File: config.mk
export PLATFORM = sky130hd
export DESIGN_NAME = mid_side_stereo_widener_flat
export DESIGN_NICKNAME = d
export VERILOG_FILES = /design/src/rtl/msw_pkg.sv /design/src/rtl/msw_if.sv /design/src/rtl/msw_csr.sv /design/src/rtl/msw_mac.sv /design/src/rtl/msw_core.sv /design/src/rtl/mid_side_stereo_widener.sv /design/src/flat_wrapper.sv
export SDC_FILE = /design/constraint.sdc
export NUM_CORES = 2
export LEC_CHECK = 0
export ABC_AREA = 0
export ABC_CLOCK_PERIOD_IN_PS = 11100
export BUFFER_PORTS_ARGS = -buffer_cell sky130_fd_sc_hd__buf_2
export CAP_MARGIN = 20
export CORE_ASPECT_RATIO = 0.6
export CORE_MARGIN = 3
export CORE_UTILIZATION = 35
export CTS_CLUSTER_DIAMETER = 60
export DETAILED_ROUTE_END_ITERATION = 7
export PLACE_DENSITY = 0.62
export SYNTH_ARGS = -nofsm -noshare
export SYNTH_HDL_FRONTEND = slang
export SYNTH_HIERARCHICAL = 1
export SYNTH_SLANG_ARGS = --single-unit
File: constraint.sdc
create_clock -name clock -period 11.1 [get_ports clock]
set_input_delay 1.665 -clock clock [delete_from_list [all_inputs] [get_ports clock]]
set_output_delay 1.665 -clock clock [all_outputs]
set_load 0.05 [all_outputs]
File: src/rtl/msw_pkg.sv
package msw_pkg;

   // Configuration register map.
   localparam int CSR_IDX_BITS = 3;
   localparam logic [CSR_IDX_BITS-1:0] CSR_WIDTH_TARGET = 3'd0;
   localparam logic [CSR_IDX_BITS-1:0] CSR_AIR_TARGET   = 3'd1;
   localparam logic [CSR_IDX_BITS-1:0] CSR_MIX_TARGET   = 3'd2;
   localparam logic [CSR_IDX_BITS-1:0] CSR_SMOOTH_COEFF = 3'd3;
   localparam logic [CSR_IDX_BITS-1:0] CSR_HP_GAIN      = 3'd4;
   localparam logic [CSR_IDX_BITS-1:0] CSR_HP_FEEDBACK  = 3'd5;

   // Smoothed gains and the high-pass path live in a 32-bit scaled domain.
   localparam int SCALED_BITS = 32;

   // Widest operand that the shared multiplier sees (the scaled side after widening).
   localparam int MUL_A_BITS = 36;

   typedef enum logic [1:0] {
      ACC_HOLD,
      ACC_LOAD,
      ACC_ADD
   } acc_op_type;

   typedef struct packed {
      logic       mul_en;
      acc_op_type acc_op;
   } mac_ctl_type;

endpackage

File: src/rtl/msw_if.sv
interface msw_req_if #(parameter int SAMPLE_BITS = 24);
   logic                          valid;
   logic                          ready;
   logic signed [SAMPLE_BITS-1:0] left_in;
   logic signed [SAMPLE_BITS-1:0] right_in;

   modport source (output valid, left_in, right_in, input ready);
   modport sink (input valid, left_in, right_in, output ready);
endinterface

interface msw_rsp_if #(parameter int SAMPLE_BITS = 24);
   logic                          valid;
   logic                          ready;
   logic signed [SAMPLE_BITS-1:0] left_out;
   logic signed [SAMPLE_BITS-1:0] right_out;

   modport source (output valid, left_out, right_out, input ready);
   modport sink (input valid, left_out, right_out, output ready);
endinterface

interface msw_csr_if #(parameter int COEFF_BITS = 16);
   import msw_pkg::*;
   logic                    valid;
   logic                    ready;
   logic [CSR_IDX_BITS-1:0] index;
   logic [COEFF_BITS-1:0]   data;

   modport source (output valid, index, data, input ready);
   modport sink (input valid, index, data, output ready);
endinterface

File: src/rtl/msw_csr.sv
module msw_csr #(
   parameter int COEFF_BITS = 16
) (
   input  logic                  clock,
   input  logic                  reset,
   msw_csr_if.sink               csr_bus,
   output logic [COEFF_BITS-1:0] width_target,
   output logic [COEFF_BITS-1:0] air_target,
   output logic [COEFF_BITS-1:0] mix_target,
   output logic [COEFF_BITS-1:0] smooth_coeff,
   output logic [COEFF_BITS-1:0] hp_gain,
   output logic [COEFF_BITS-1:0] hp_feedback
);
   import msw_pkg::*;

   localparam logic [COEFF_BITS-1:0] ONE = {1'b1, {(COEFF_BITS-1){1'b0}}};
   localparam logic [COEFF_BITS-1:0] WIDTH_UNITY = {3'b001, {(COEFF_BITS-3){1'b0}}};

   logic [COEFF_BITS-1:0] width_target_ff;
   logic [COEFF_BITS-1:0] air_target_ff;
   logic [COEFF_BITS-1:0] mix_target_ff;
   logic [COEFF_BITS-1:0] smooth_coeff_ff;
   logic [COEFF_BITS-1:0] hp_gain_ff;
   logic [COEFF_BITS-1:0] hp_feedback_ff;

   // Anything written above unity acts as unity.
   function automatic logic [COEFF_BITS-1:0] clamp_one(input logic [COEFF_BITS-1:0] value);
      return (value > ONE) ? ONE : value;
   endfunction

   assign csr_bus.ready = 1'b1;

   always_ff @(posedge clock) begin
      if (reset) begin
         width_target_ff <= WIDTH_UNITY;
         air_target_ff   <= '0;
         mix_target_ff   <= ONE;
         smooth_coeff_ff <= ONE;
         hp_gain_ff      <= '0;
         hp_feedback_ff  <= '0;
      end else if (csr_bus.valid) begin
         unique case (csr_bus.index)
            CSR_WIDTH_TARGET: width_target_ff <= csr_bus.data;
            CSR_AIR_TARGET:   air_target_ff   <= csr_bus.data;
            CSR_MIX_TARGET:   mix_target_ff   <= csr_bus.data;
            CSR_SMOOTH_COEFF: smooth_coeff_ff <= csr_bus.data;
            CSR_HP_GAIN:      hp_gain_ff      <= csr_bus.data;
            CSR_HP_FEEDBACK:  hp_feedback_ff  <= csr_bus.data;
            default: ;
         endcase
      end
   end

   assign width_target = clamp_one(width_target_ff);
   assign air_target   = clamp_one(air_target_ff);
   assign mix_target   = clamp_one(mix_target_ff);
   assign smooth_coeff = clamp_one(smooth_coeff_ff);
   assign hp_gain      = clamp_one(hp_gain_ff);
   assign hp_feedback  = clamp_one(hp_feedback_ff);

endmodule

File: src/rtl/msw_mac.sv
module msw_mac #(
   parameter int A_BITS = 36,
   parameter int B_BITS = 17
) (
   input  logic                           clock,
   input  msw_pkg::mac_ctl_type           ctl,
   input  logic signed [A_BITS-1:0]       op_a,
   input  logic signed [B_BITS-1:0]       op_b,
   output logic signed [A_BITS+B_BITS:0]  acc
);
   import msw_pkg::*;

   localparam int PROD_BITS = A_BITS + B_BITS;
   localparam int ACC_BITS  = PROD_BITS + 1;

   logic signed [PROD_BITS-1:0] prod_ff;
   logic signed [ACC_BITS-1:0]  acc_ff;

   // The product is registered; the accumulator takes it in the following cycle.
   always_ff @(posedge clock) begin
      if (ctl.mul_en) begin
         prod_ff <= op_a * op_b;
      end
      unique case (ctl.acc_op)
         ACC_LOAD: acc_ff <= ACC_BITS'(prod_ff);
         ACC_ADD:  acc_ff <= acc_ff + ACC_BITS'(prod_ff);
         default: ;
      endcase
   end

   assign acc = acc_ff;

endmodule

File: src/rtl/msw_core.sv
module msw_core #(
   parameter int SAMPLE_BITS = 24,
   parameter int COEFF_BITS  = 16
) (
   input  logic                                          clock,
   input  logic                                          reset,
   msw_req_if.sink                                       req_bus,
   msw_rsp_if.source                                     rsp_bus,
   input  logic [COEFF_BITS-1:0]                         width_target,
   input  logic [COEFF_BITS-1:0]                         air_target,
   input  logic [COEFF_BITS-1:0]                         mix_target,
   input  logic [COEFF_BITS-1:0]                         smooth_coeff,
   input  logic [COEFF_BITS-1:0]                         hp_gain,
   input  logic [COEFF_BITS-1:0]                         hp_feedback,
   output msw_pkg::mac_ctl_type                          mac_ctl,
   output logic signed [msw_pkg::MUL_A_BITS-1:0]         mac_a,
   output logic signed [COEFF_BITS:0]                    mac_b,
   input  logic signed [msw_pkg::MUL_A_BITS+COEFF_BITS+1:0] mac_acc
);
   import msw_pkg::*;

   localparam int GX        = SCALED_BITS - COEFF_BITS;
   localparam int HX        = SCALED_BITS - SAMPLE_BITS;
   localparam int X_BITS    = SCALED_BITS + 1;
   localparam int SUMH_BITS = SCALED_BITS + 2;
   localparam int OUT_BITS  = MUL_A_BITS + 1;
   localparam int ACC_BITS  = MUL_A_BITS + COEFF_BITS + 2;
   localparam int STEP_BITS = 5;

   localparam logic [COEFF_BITS-1:0]  ONE = {1'b1, {(COEFF_BITS-1){1'b0}}};
   localparam logic [SCALED_BITS-1:0] WIDTH_NOW_RESET = SCALED_BITS'(1) << (SCALED_BITS - 3);
   localparam logic [SCALED_BITS-1:0] MIX_NOW_RESET   = SCALED_BITS'(1) << (SCALED_BITS - 1);
   localparam logic signed [ACC_BITS-1:0] HP_MAX =
      $signed(ACC_BITS'({1'b0, {(SCALED_BITS-1){1'b1}}}));
   localparam logic signed [ACC_BITS-1:0] HP_MIN = -HP_MAX - 1;
   localparam logic signed [OUT_BITS-1:0] OUT_MAX =
      $signed(OUT_BITS'({1'b0, {(SAMPLE_BITS-1){1'b1}}}));
   localparam logic signed [OUT_BITS-1:0] OUT_MIN = -OUT_MAX - 1;

   localparam logic ST_IDLE = 1'b0;
   localparam logic ST_RUN  = 1'b1;

   // Sequencer steps. A product passes through the product register and then the accumulator before it is read back.
   localparam logic [STEP_BITS-1:0] STEP_HP_IN      = 5'd0;
   localparam logic [STEP_BITS-1:0] STEP_HP_FB      = 5'd1;
   localparam logic [STEP_BITS-1:0] STEP_GAIN_W     = 5'd2;
   localparam logic [STEP_BITS-1:0] STEP_GAIN_A     = 5'd3;
   localparam logic [STEP_BITS-1:0] STEP_GAIN_M     = 5'd4;
   localparam logic [STEP_BITS-1:0] STEP_AIR_WB     = 5'd5;
   localparam logic [STEP_BITS-1:0] STEP_SIDE_RAW   = 5'd6;
   localparam logic [STEP_BITS-1:0] STEP_SIDE_HP    = 5'd7;
   localparam logic [STEP_BITS-1:0] STEP_S1_ADD     = 5'd8;
   localparam logic [STEP_BITS-1:0] STEP_S1_WB      = 5'd9;
   localparam logic [STEP_BITS-1:0] STEP_WIDTH_MUL  = 5'd10;
   localparam logic [STEP_BITS-1:0] STEP_WIDTH_LOAD = 5'd11;
   localparam logic [STEP_BITS-1:0] STEP_WIDTH_WB   = 5'd12;
   localparam logic [STEP_BITS-1:0] STEP_MIX_MUL    = 5'd13;
   localparam logic [STEP_BITS-1:0] STEP_MIX_LOAD   = 5'd14;
   localparam logic [STEP_BITS-1:0] STEP_MIX_WB     = 5'd15;
   localparam logic [STEP_BITS-1:0] STEP_OUT        = 5'd16;

   logic                 state_ff;
   logic [STEP_BITS-1:0] step_ff;

   logic [SCALED_BITS-1:0]        width_now_ff;
   logic [SCALED_BITS-1:0]        air_now_ff;
   logic [SCALED_BITS-1:0]        mix_now_ff;
   logic signed [SAMPLE_BITS-1:0] last_side_ff;
   logic signed [SCALED_BITS-1:0] last_hp_ff;

   logic signed [X_BITS-1:0]      diff_x_ff;
   logic signed [X_BITS-1:0]      dside_x_ff;
   logic signed [SUMH_BITS-1:0]   sumh_ff;
   logic signed [MUL_A_BITS-1:0]  s_ff;

   logic                          rsp_valid_ff;
   logic                          rsp_valid_in;
   logic signed [SAMPLE_BITS-1:0] left_out_ff;
   logic signed [SAMPLE_BITS-1:0] right_out_ff;
   logic signed [SAMPLE_BITS-1:0] left_out_in;
   logic signed [SAMPLE_BITS-1:0] right_out_in;

   logic                          accept;
   logic                          out_load;
   logic signed [SAMPLE_BITS:0]   diff_lr;
   logic signed [SAMPLE_BITS:0]   sum_lr;
   logic signed [SAMPLE_BITS-1:0] side;
   logic signed [SAMPLE_BITS:0]   dside;

   logic signed [X_BITS-1:0]      dg_width;
   logic signed [X_BITS-1:0]      dg_air;
   logic signed [X_BITS-1:0]      dg_mix;
   logic [COEFF_BITS-1:0]         gain_w;
   logic [COEFF_BITS-1:0]         gain_a;
   logic [COEFF_BITS-1:0]         gain_m;
   logic [COEFF_BITS-1:0]         one_minus_a;
   logic signed [X_BITS-1:0]      hp_twice;

   logic signed [ACC_BITS-1:0]    rnd_unit;
   logic signed [ACC_BITS-1:0]    rnd_width;
   logic [SCALED_BITS-1:0]        gain_step;
   logic signed [SCALED_BITS-1:0] hp_sat;

   logic signed [OUT_BITS-1:0]    left_full;
   logic signed [OUT_BITS-1:0]    right_full;
   logic signed [OUT_BITS-1:0]    left_shift;
   logic signed [OUT_BITS-1:0]    right_shift;

   function automatic logic signed [ACC_BITS-1:0] round_shift(
      input logic signed [ACC_BITS-1:0] value,
      input int unsigned                amount
   );
      return (value + (ACC_BITS'(1) <<< (amount - 1))) >>> amount;
   endfunction

   // Request side.
   assign req_bus.ready = (state_ff == ST_IDLE);
   assign accept        = req_bus.valid && req_bus.ready;

   assign diff_lr = (SAMPLE_BITS+1)'(req_bus.left_in) - (SAMPLE_BITS+1)'(req_bus.right_in);
   assign sum_lr  = (SAMPLE_BITS+1)'(req_bus.left_in) + (SAMPLE_BITS+1)'(req_bus.right_in);
   assign side    = diff_lr[SAMPLE_BITS:1];
   assign dside   = (SAMPLE_BITS+1)'(side) - (SAMPLE_BITS+1)'(last_side_ff);

   // Smoother distances and the gains in use.
   assign dg_width = $signed({1'b0, SCALED_BITS'(width_target) << GX}) -
                     $signed({1'b0, width_now_ff});
   assign dg_air   = $signed({1'b0, SCALED_BITS'(air_target) << GX}) -
                     $signed({1'b0, air_now_ff});
   assign dg_mix   = $signed({1'b0, SCALED_BITS'(mix_target) << GX}) -
                     $signed({1'b0, mix_now_ff});
   assign gain_w      = width_now_ff[SCALED_BITS-1:GX];
   assign gain_a      = air_now_ff[SCALED_BITS-1:GX];
   assign gain_m      = mix_now_ff[SCALED_BITS-1:GX];
   assign one_minus_a = ONE - gain_a;
   assign hp_twice    = $signed({last_hp_ff, 1'b0});

   // Results taken back from the accumulator.
   assign rnd_unit  = round_shift(mac_acc, COEFF_BITS - 1);
   assign rnd_width = round_shift(mac_acc, COEFF_BITS - 3);
   assign gain_step = rnd_unit[SCALED_BITS-1:0];
   assign hp_sat    = (rnd_unit > HP_MAX) ? HP_MAX[SCALED_BITS-1:0] :
                      (rnd_unit < HP_MIN) ? HP_MIN[SCALED_BITS-1:0] :
                      rnd_unit[SCALED_BITS-1:0];

   // Multiplier operand selection and accumulator control.
   always_comb begin
      mac_ctl.mul_en = 1'b0;
      mac_ctl.acc_op = ACC_HOLD;
      mac_a          = '0;
      mac_b          = '0;
      if (state_ff == ST_RUN) begin
         unique case (step_ff)
            STEP_HP_IN: begin
               mac_ctl.mul_en = 1'b1;
               mac_a          = MUL_A_BITS'(dside_x_ff);
               mac_b          = $signed({1'b0, hp_gain});
            end
            STEP_HP_FB: begin
               mac_ctl.mul_en = 1'b1;
               mac_ctl.acc_op = ACC_LOAD;
               mac_a          = MUL_A_BITS'(last_hp_ff);
               mac_b          = $signed({1'b0, hp_feedback});
            end
            STEP_GAIN_W: begin
               mac_ctl.mul_en = 1'b1;
               mac_ctl.acc_op = ACC_ADD;
               mac_a          = MUL_A_BITS'(dg_width);
               mac_b          = $signed({1'b0, smooth_coeff});
            end
            STEP_GAIN_A: begin
               mac_ctl.mul_en = 1'b1;
               mac_ctl.acc_op = ACC_LOAD;
               mac_a          = MUL_A_BITS'(dg_air);
               mac_b          = $signed({1'b0, smooth_coeff});
            end
            STEP_GAIN_M: begin
               mac_ctl.mul_en = 1'b1;
               mac_ctl.acc_op = ACC_LOAD;
               mac_a          = MUL_A_BITS'(dg_mix);
               mac_b          = $signed({1'b0, smooth_coeff});
            end
            STEP_AIR_WB: begin
               mac_ctl.acc_op = ACC_LOAD;
            end
            STEP_SIDE_RAW: begin
               mac_ctl.mul_en = 1'b1;
               mac_a          = MUL_A_BITS'(diff_x_ff);
               mac_b          = $signed({1'b0, one_minus_a});
            end
            STEP_SIDE_HP: begin
               mac_ctl.mul_en = 1'b1;
               mac_ctl.acc_op = ACC_LOAD;
               mac_a          = MUL_A_BITS'(hp_twice);
               mac_b          = $signed({1'b0, gain_a});
            end
            STEP_S1_ADD: begin
               mac_ctl.acc_op = ACC_ADD;
            end
            STEP_WIDTH_MUL: begin
               mac_ctl.mul_en = 1'b1;
               mac_a          = s_ff;
               mac_b          = $signed({1'b0, gain_w});
            end
            STEP_WIDTH_LOAD: begin
               mac_ctl.acc_op = ACC_LOAD;
            end
            STEP_MIX_MUL: begin
               mac_ctl.mul_en = 1'b1;
               mac_a          = s_ff;
               mac_b          = $signed({1'b0, gain_m});
            end
            STEP_MIX_LOAD: begin
               mac_ctl.acc_op = ACC_LOAD;
            end
            default: ;
         endcase
      end
   end

   // Final sum and difference, rounded and saturated.
   assign left_full   = OUT_BITS'(sumh_ff) + OUT_BITS'(s_ff);
   assign right_full  = OUT_BITS'(sumh_ff) - OUT_BITS'(s_ff);
   assign left_shift  = left_full >>> (HX + 1);
   assign right_shift = right_full >>> (HX + 1);
   assign left_out_in  = (left_shift > OUT_MAX) ? OUT_MAX[SAMPLE_BITS-1:0] :
                         (left_shift < OUT_MIN) ? OUT_MIN[SAMPLE_BITS-1:0] :
                         left_shift[SAMPLE_BITS-1:0];
   assign right_out_in = (right_shift > OUT_MAX) ? OUT_MAX[SAMPLE_BITS-1:0] :
                         (right_shift < OUT_MIN) ? OUT_MIN[SAMPLE_BITS-1:0] :
                         right_shift[SAMPLE_BITS-1:0];

   // The last step waits until the output register is free.
   assign out_load = (state_ff == ST_RUN) && (step_ff == STEP_OUT) &&
                     (!rsp_valid_ff || rsp_bus.ready);
   assign rsp_valid_in = out_load ? 1'b1 : (rsp_bus.ready ? 1'b0 : rsp_valid_ff);

   always_ff @(posedge clock) begin
      if (reset) begin
         state_ff     <= ST_IDLE;
         step_ff      <= '0;
         rsp_valid_ff <= 1'b0;
         width_now_ff <= WIDTH_NOW_RESET;
         air_now_ff   <= '0;
         mix_now_ff   <= MIX_NOW_RESET;
         last_side_ff <= '0;
         last_hp_ff   <= '0;
      end else begin
         rsp_valid_ff <= rsp_valid_in;
         if (accept) begin
            state_ff     <= ST_RUN;
            step_ff      <= STEP_HP_IN;
            last_side_ff <= side;
         end else if (state_ff == ST_RUN) begin
            if (step_ff == STEP_OUT) begin
               if (out_load) begin
                  state_ff <= ST_IDLE;
               end
            end else begin
               step_ff <= step_ff + STEP_BITS'(1);
            end
            unique case (step_ff)
               STEP_GAIN_A:   last_hp_ff   <= hp_sat;
               STEP_GAIN_M:   width_now_ff <= width_now_ff + gain_step;
               STEP_AIR_WB:   air_now_ff   <= air_now_ff + gain_step;
               STEP_SIDE_RAW: mix_now_ff   <= mix_now_ff + gain_step;
               default: ;
            endcase
         end
      end
   end

   always_ff @(posedge clock) begin
      if (accept) begin
         diff_x_ff  <= X_BITS'(diff_lr) <<< HX;
         dside_x_ff <= X_BITS'(dside) <<< HX;
         sumh_ff    <= (SUMH_BITS'(sum_lr) <<< HX) + (SUMH_BITS'(1) <<< HX);
      end
      if (state_ff == ST_RUN) begin
         unique case (step_ff)
            STEP_S1_WB:    s_ff <= rnd_unit[MUL_A_BITS-1:0];
            STEP_WIDTH_WB: s_ff <= rnd_width[MUL_A_BITS-1:0];
            STEP_MIX_WB:   s_ff <= rnd_unit[MUL_A_BITS-1:0];
            default: ;
         endcase
      end
      if (out_load) begin
         left_out_ff  <= left_out_in;
         right_out_ff <= right_out_in;
      end
   end

   assign rsp_bus.valid     = rsp_valid_ff;
   assign rsp_bus.left_out  = left_out_ff;
   assign rsp_bus.right_out = right_out_ff;

endmodule

File: src/rtl/mid_side_stereo_widener.sv
// Channel   Direction  Payload                      Transfer
// req_bus   in         left_in, right_in            valid & ready
// rsp_bus   out        left_out, right_out          valid & ready
// csr_bus   in         index, data                  valid & ready (ready always high)
//
// Each accepted request is worked through one shared multiply-accumulate unit,
// which carries all nine products of a frame in sequence.
// A new request is taken only in the cycle after the previous one finishes, so requests are worked one at a time.
// Finished results wait in an output register, so a new request is accepted while the
// previous result is still pending; the last step stalls only if that register is full.
// Synchronous active-high reset restores register defaults, sets the gains to them and
// clears the filter.
module mid_side_stereo_widener #(
   parameter int SAMPLE_BITS = 24,
   parameter int COEFF_BITS  = 16
) (
   input logic         clock,
   input logic         reset,
   msw_req_if.sink     req_bus,
   msw_rsp_if.source   rsp_bus,
   msw_csr_if.sink     csr_bus
);
   import msw_pkg::*;

   logic [COEFF_BITS-1:0] width_target;
   logic [COEFF_BITS-1:0] air_target;
   logic [COEFF_BITS-1:0] mix_target;
   logic [COEFF_BITS-1:0] smooth_coeff;
   logic [COEFF_BITS-1:0] hp_gain;
   logic [COEFF_BITS-1:0] hp_feedback;

   mac_ctl_type                          mac_ctl;
   logic signed [MUL_A_BITS-1:0]         mac_a;
   logic signed [COEFF_BITS:0]           mac_b;
   logic signed [MUL_A_BITS+COEFF_BITS+1:0] mac_acc;

   msw_csr #(
      .COEFF_BITS (COEFF_BITS)
   ) u_csr (
      .clock        (clock),
      .reset        (reset),
      .csr_bus      (csr_bus),
      .width_target (width_target),
      .air_target   (air_target),
      .mix_target   (mix_target),
      .smooth_coeff (smooth_coeff),
      .hp_gain      (hp_gain),
      .hp_feedback  (hp_feedback)
   );

   msw_mac #(
      .A_BITS (MUL_A_BITS),
      .B_BITS (COEFF_BITS + 1)
   ) u_mac (
      .clock (clock),
      .ctl   (mac_ctl),
      .op_a  (mac_a),
      .op_b  (mac_b),
      .acc   (mac_acc)
   );

   msw_core #(
      .SAMPLE_BITS (SAMPLE_BITS),
      .COEFF_BITS  (COEFF_BITS)
   ) u_core (
      .clock        (clock),
      .reset        (reset),
      .req_bus      (req_bus),
      .rsp_bus      (rsp_bus),
      .width_target (width_target),
      .air_target   (air_target),
      .mix_target   (mix_target),
      .smooth_coeff (smooth_coeff),
      .hp_gain      (hp_gain),
      .hp_feedback  (hp_feedback),
      .mac_ctl      (mac_ctl),
      .mac_a        (mac_a),
      .mac_b        (mac_b),
      .mac_acc      (mac_acc)
   );

endmodule

File: src/flat_wrapper.sv
// flat-port wrapper written by rule: the top's interface ports become plain ports
module mid_side_stereo_widener_flat import msw_pkg::*;
#(
   parameter int SAMPLE_BITS = 24,
   parameter int COEFF_BITS  = 16
)
  (clock, reset, req_bus_valid, req_bus_left_in, req_bus_right_in, req_bus_ready, rsp_bus_valid, rsp_bus_left_out, rsp_bus_right_out, rsp_bus_ready, csr_bus_valid, csr_bus_index, csr_bus_data, csr_bus_ready);
  msw_req_if #(.SAMPLE_BITS(SAMPLE_BITS)) req_bus_i ();
  msw_rsp_if #(.SAMPLE_BITS(SAMPLE_BITS)) rsp_bus_i ();
  msw_csr_if #(.COEFF_BITS(COEFF_BITS)) csr_bus_i ();
  input logic clock;
  input logic reset;
  input wire logic [$bits(req_bus_i.valid)-1:0] req_bus_valid;
  input wire logic [$bits(req_bus_i.left_in)-1:0] req_bus_left_in;
  input wire logic [$bits(req_bus_i.right_in)-1:0] req_bus_right_in;
  output wire logic [$bits(req_bus_i.ready)-1:0] req_bus_ready;
  output wire logic [$bits(rsp_bus_i.valid)-1:0] rsp_bus_valid;
  output wire logic [$bits(rsp_bus_i.left_out)-1:0] rsp_bus_left_out;
  output wire logic [$bits(rsp_bus_i.right_out)-1:0] rsp_bus_right_out;
  input wire logic [$bits(rsp_bus_i.ready)-1:0] rsp_bus_ready;
  input wire logic [$bits(csr_bus_i.valid)-1:0] csr_bus_valid;
  input wire logic [$bits(csr_bus_i.index)-1:0] csr_bus_index;
  input wire logic [$bits(csr_bus_i.data)-1:0] csr_bus_data;
  output wire logic [$bits(csr_bus_i.ready)-1:0] csr_bus_ready;
  assign req_bus_i.valid = req_bus_valid;
  assign req_bus_i.left_in = req_bus_left_in;
  assign req_bus_i.right_in = req_bus_right_in;
  assign req_bus_ready = req_bus_i.ready;
  assign rsp_bus_valid = rsp_bus_i.valid;
  assign rsp_bus_left_out = rsp_bus_i.left_out;
  assign rsp_bus_right_out = rsp_bus_i.right_out;
  assign rsp_bus_i.ready = rsp_bus_ready;
  assign csr_bus_i.valid = csr_bus_valid;
  assign csr_bus_i.index = csr_bus_index;
  assign csr_bus_i.data = csr_bus_data;
  assign csr_bus_ready = csr_bus_i.ready;
  mid_side_stereo_widener #(.SAMPLE_BITS(SAMPLE_BITS), .COEFF_BITS(COEFF_BITS)) u_core (.clock(clock), .reset(reset), .req_bus(req_bus_i), .rsp_bus(rsp_bus_i), .csr_bus(csr_bus_i));
endmodule
### Word level (Yosys, flattened, before mapping)

Index checks and enable logic that the tools add are counted.

* register bits: 530
* input bits: 72
* logic and storage cells: 132

* $add $sub $neg: 17
* multiply operators: 1
* $lt $le $gt $ge: 12
* equal/unequal tests: 23
* mux-type cells: 25
* bitwise gates (word level): 3
* reduce and logical (&&, ||, !) cells: 29

Operator list (number)
* one-hot mux 36 bit (8 select lines): 1
* two-way mux 16 bit: 7
* one-hot mux 16 bit (7 select lines): 1
* one-hot mux 54 bit (2 select lines): 1
* subtractor 32 x 32 -> 33 bit: 3
* adder 32 bit: 3
* > comparator 16 bit (second input constant): 6
* one-hot mux 36 bit (2 select lines): 1
* two-way mux 32 bit: 2
* > comparator 28 x 24 -> 1 bit (second input constant): 2
* < comparator 28 x 24 -> 1 bit (second input constant): 2
* adder 54 x 16 -> 54 bit (second input constant): 1
* adder 54 x 53 -> 54 bit: 1
* multiplier 36 x 17 -> 53 bit: 1
* subtractor 24 x 24 -> 25 bit: 2
* adder 49 x 14 -> 49 bit (second input constant): 1
* two-way mux 24 bit: 2
* == test 5 x 4 -> 1 bit (second input constant): 8
* > comparator 39 x 32 -> 1 bit (second input constant): 1
* < comparator 39 x 32 -> 1 bit (second input constant): 1
* adder 34 x 36 -> 37 bit: 1
* subtractor 34 x 36 -> 37 bit: 1
* two-way mux 36 bit: 1
* adder 33 x 10 -> 34 bit (second input constant): 1
* other kinds (28): 59

### Logic depth before layout (Yosys ltp)

* depth in word-level cells: 7
* depth in mapped cells: 37
* mapped depth without buffers: 35

### By module

The synthesis kept the hierarchy.

By module, submodules not included
* msw_core: instances 1, cells each 3688, area each 29300.6 um2
* msw_mac: instances 1, cells each 3012, area each 27941.8 um2
* msw_csr: instances 1, cells each 444, area each 4434.3 um2

### Worst setup path after synthesis

OpenSTA, ideal clock, no wires.

* kind: reg-to-reg
* from: reg u_core.u_csr.air_target_ff[15]
* to: reg u_core.u_mac.prod_ff[52] (data pin)
* library setup time: 0.190 ns
* data arrival time: 9.514 ns
* setup slack: 1.395 ns
* cell stages (with the launch flop): 32
* path buffers: 2
* period minus slack after synthesis: 9.705 ns
* cells stage by stage: dfxtp_1 > clkbuf_1 > nor2b_1 > ha_1 > a2111oi_0 > or4b_1 > o311ai_1 > o21ai_1 > a2111oi_0 > nor4_2 > a21oi_1 > clkbuf_1 > nand2_1 > fa_1 > inv_1 > fa_1 > inv_1 > fa_1 > fa_1 > fa_1 > fa_1 > inv_1 > ha_1 > a21o_1 > a21o_1 > a21oi_1 > o21ai_0 > a21o_1 > or2_2 > o31ai_2 > mux2i_1 > a2111oi_2

* longest elaborated chain between the ends: 6

RTL lines
* from (decl): line msw_csr.sv:20 `logic [COEFF_BITS-1:0] air_target_ff;`
* from (signal assigned): line msw_csr.sv:44 `CSR_AIR_TARGET: air_target_ff <= csr_bus.data;`
* > comparator 16 bit: line msw_csr.sv:28 `return (value > ONE) ? ONE : value;`
* two-way mux 16 bit: line msw_csr.sv:28
* named net u_core.air_target[6]: line mid_side_stereo_widener.sv:26 `logic [COEFF_BITS-1:0] air_target;`
* subtractor 32 x 32 -> 33 bit: line msw_core.sv:128 `assign dg_air = $signed({1'b0, SCALED_BITS'(air_target) << GX}) -`
* one-hot mux 36 bit (8 select lines): line msw_core.sv:153 `unique case (step_ff)`
* two-way mux 36 bit: line msw_core.sv:152 `if (state_ff == ST_RUN) begin`
* named net u_core.mac_a[35]: line mid_side_stereo_widener.sv:33 `logic signed [MUL_A_BITS-1:0] mac_a;`
* multiplier 36 x 17 -> 53 bit: line msw_mac.sv:22 `prod_ff <= op_a * op_b;`
* to (signal assigned): line msw_mac.sv:22
* to (decl): line msw_mac.sv:16 `logic signed [PROD_BITS-1:0] prod_ff;`

The timed path passes the listed nets, and every way through them passes these cells.
A chain may end at the register's enable or synchronous reset.

### Worst setup path in the final report

* from: reg u_core.u_core.step_ff[0]
* to: reg u_core.u_mac.prod_ff[45] (data pin)

* longest elaborated chain between the ends: 5
* elaborated cells between the ends (all ways): 16
* classes of those cells: 1 x mul; 8 x eq/ne; 4 x mux; 3 x reduce/logical

RTL lines
* from (decl): line msw_core.sv:63 `logic [STEP_BITS-1:0] step_ff;`
* from (signal assigned): line msw_core.sv:260 `step_ff <= step_ff + STEP_BITS'(1);`
* == test 5 x 4 -> 1 bit: line msw_core.sv:153
* OR reduction 2 bit (no source line)
* one-hot mux 36 bit (8 select lines) *: line msw_core.sv:153
* two-way mux 36 bit *: line msw_core.sv:152
* named net u_core.mac_a[11]: line mid_side_stereo_widener.sv:33
* multiplier 36 x 17 -> 53 bit *: line msw_mac.sv:22

The timed path passes the listed nets; every way through them passes the cells marked *.

==> summary.md <==
| Metric | Value |
|---|---|
| Drt total wl | approximately 230,000 um |
| Gr usage total | around a quarter |
| Distinct cells, synth | approximately 110 |
| EDFF count, synth | 267 |
| # nets final | around 8,300 |
| CP required | 11,490 ps |
| Main flop type after synthesis | edfxtp_1 |
| Power per cell area | approximately 90 mW/mm^2 |
| Top-level I/O count | around 120 |
| Placed cell count | between 9,000 and 10,000 |
| Syn avg cell area | about 8.6 um^2 |
| Failing checks | design-rule violations |
| Initial antenna violation count | 18 |
| Clock buffer depth | 3 |
| Total grt overflow | 0 |
| Slew HR | about a fifth |
| P_leak | approximately 0.029 uW |
| Hold depth | 2 |
| Slowest stage delay, CP | roughly 560 ps |
| Worst EP arrival | around 11,000 ps |
| Post-CTS sizing | 0 |
| Final Wtd Congestion | 1.03 |
| H-tree levels | 2 |
| CP max FO | 20 |
| Die area | 0.181 mm^2 |
| Flops & latches, synth | around 520 |
| Reg area | roughly 0.013 mm^2 |
| Area share of the leading cell type in the synthesized netlist | between 10% and 20% |
| Reg2Reg Depth | 32 |
| Sequential-to-total area share from yosys stat | roughly a fifth |
| Die Y | about 330 um |
| CTS sink cnt | ~520 |
| RSZ-0062 raised after global routing | no |
| Area of the multi-input gates | between 0.04 and 0.05 mm^2 |
| Clock transition at the registers of the reported paths | around 60 ps |
| Final Slew Violations | 0 |
| Mean routed wirelength per cell | between 20 and 25 um |
| DRC violations left | 1 |
| Crit path top cell by count | fa_1 |
| DP HPWL | 183,000 um |
| Layout Cells excl Fill | between 9,000 and 10,000 |
| Setup TNS Final | 0 ps |
| Stages on worst setup path | 32 |
| Pre-CTS setup slack | approximately 850 ps |
| Clock Tree Root | clkbuf_16 |
| Number of setup buffers added after CTS | 0 |
| Final worst slack | 597 ps |
| Bufs and invs on worst path | 9 |
| Final worst path period share | between 90 and 100% |
| Hold Fails Final Rpt | 0 |
| CTS Buf Count | 57 |
| Synth-to-layout area growth | 9.31% |
| Filler instances | about 17,000 |
| Synthesized area | between 0.06 and 0.07 mm^2 |
| Fraction of layout cells with a size suffix above 1 | 7.47% |
| Crit end category | register |
| Max VDD drop | roughly 0.00011 V |
| Die W | approximately 550 um |
| R2R Setup Slk | 600 ps |
| Post-route minimum period | 10,500 ps |
| Routed via count | between 50,000 and 60,000 |
| Least-Margin Pin Slew | about 1200 ps |
| Worst-Skew Late Latency | ~710 ps |
| Clk_skew | between 70 and 80 ps |
| CP Class | reg -> reg |
| DR iter-0 viols | 6,609 |
| CORE AREA | between 0.15 and 0.2 mm^2 |
| MaxCap Viol Count | 0 |
| Yosys Warn Count | 6 |
| First-pass GRT wire length | 338,000 um |
| Via count of the first global-routing pass | roughly 50,000 |
| FMAX | 95.2 MHz |
| Setup violations, final | 0 |
| Antenna Nets Post-Route | 0 |
| Crit-path slowest cell | or4_1 |
| Mapped Cells | between 7,000 and 8,000 |
| Status | finished with violations |
| Cell family with most CP delay | adder cells |
| DRT Pass-1 Iters | 8 |
| Largest net degree at the start of global routing | 76 |
| Power, Total | just over 6000 uW |
| Row cnt | approximately 120 |
| Worst hold path type | reg -> reg |
| Port Buffer Count | 121 |
| Share of flip-flops with an asynchronous set or reset | 0% |
| CTS tree | done |
| Hold-fix buffers, CTS | 0 |
| Largest area contributor in the netlist | fa_1 |
| CP Launch Type | register |
| Ranking of synthesized cells by area | fa_1, edfxtp_1, ha_1 |
| Vias/cell | ~5.7 |
| Starting Density | between 30% and 40% |
| Syn nets | 8,263 |
## metal layers
| layer | track usage, % | share of wire (%) | wire (um) |
|---|---|---|---|
| met4 | 4.00 | 1.6 | 3650 |
| met1 | 38.8 | 48 | 109000 |
| met5 | 0 | 0.030 | 69 |
| met2 | 31.7 | 37 | 84100 |
| met3 | 8.26 | 14 | 31900 |
## power breakdown
part	total (uW)	internal [uW]	switching, uW	leakage, uW
Combinational	1760	611	1150	0.0238
Clock	2180	1250	930	0.00101
Sequential	2240	2170	71.6	0.00454
## layout by cell type (no fill, tap or decap), types with 17 or more instances in the layout
master and count:
a21oi_1 515, fa_1 589, o31ai_1 41, nand2b_1 162, a22oi_1 68, o21ai_0 224
o211ai_1 30, o21bai_1 55, o21a_1 34, dfxtp_1 255, nor4_1 34, nor3_1 90
edfxtp_1 267, and3_1 34, nand2_1 817, inv_1 880, a31oi_1 50, xnor2_1 301
xor2_1 143, a221oi_1 40, or4_1 17, ha_1 457, mux2_2 39, buf_4 150
nor2b_1 137, nand4_1 57, a222oi_1 26, a211oi_1 50, buf_2 120, nand3_1 117
or3_1 27, a21o_1 106, mux2i_1 113, clkbuf_16 59, and2_1 285, nor2_1 378
or2_2 22
## flip-flops by register name, indices dropped and copies added, names as in the netlist, 25 cells and up
name,count
u_core/u_core/mix_now_ff,32
u_core/u_core/width_now_ff,32
u_core/u_mac/prod_ff,53
u_core/u_mac/acc,54
u_core/u_core/dside_x_ff,25
u_core/u_core/s_ff,36
u_core/u_core/air_now_ff,32
u_core/u_core/sumh_ff,26
u_core/u_core/last_hp_ff,32
u_core/u_core/diff_x_ff,25
## worst min-delay path, cell delays in order (launching register included)
cell and delay (ps):
dfxtp_1 310, nand2_1 50, a21oi_1 50
## Yosys cell counts (51+ instances only)
library cell	number
nand2b_1	162
nor2_1	390
dfxtp_1	255
nand3_1	117
a21oi_1	522
nand2_1	817
mux2i_1	113
o21bai_1	55
and2_1	287
nor2b_1	137
a21o_1	106
nor3_1	90
a31oi_1	61
a22oi_1	68
nand4_1	57
xor2_1	143
edfxtp_1	267
o21ai_0	224
xnor2_1	302
ha_1	458
fa_1	589
clkbuf_1	279
a211oi_1	51
inv_1	883
## cell families (layout without fill, tap and decap cells)
| kind of cell | after synthesis | in the layout | share of synthesized area [%] |
|---|---|---|---|
| simple gates | 2278 | 2278 | 18.2 |
| compound gates | 1471 | 1471 | 15.5 |
| buf+inv | 1226 | 1274 | 7.68 |
| fa+ha+maj | 1048 | 1048 | 28.4 |
| flops | 522 | 522 | 21.3 |
| xor+xnor | 445 | 445 | 6.32 |
| mux | 152 | 152 | 2.55 |
| other cells | 2 | 5 | 0.0122 |
## metrics by stage
stage	hold WS [ps]	instance area [um^2]	utilization [%]
6_report	460	67400	38.8
5_1_grt	479	67400	38.8
4_1_cts	457	67300	38.7
3_5_place_dp	447	65200	37.5
3_3_place_gp	442	65200	37.5
2_1_floorplan	436	61700	-
## final timing paths
check,startpoint,to
setup / recovery,u_core/u_core/step_ff[0],u_core/u_mac/prod_ff[45]
hold / removal,u_core/u_core/last_side_ff[21],u_core/u_core/last_side_ff[21]
setup reg to reg,u_core/u_core/step_ff[0],u_core/u_mac/prod_ff[45]
hold reg to reg,u_core/u_core/last_side_ff[21],u_core/u_core/last_side_ff[21]
## area by class of cell
class / instances / share of cell area [%]
Sequential cell: 522 / 19.5
Clock inverter: 32 / 0.716
Antenna cell: 3 / 0.0111
Tap cell: 2340 / 4.34
Inverter: 888 / 4.95
Multi-Input combinational cell: 5396 / 65.3
Clock buffer: 75 / 2.40
Timing Repair Buffer: 279 / 2.79
(Power assumes the default switching activity.)
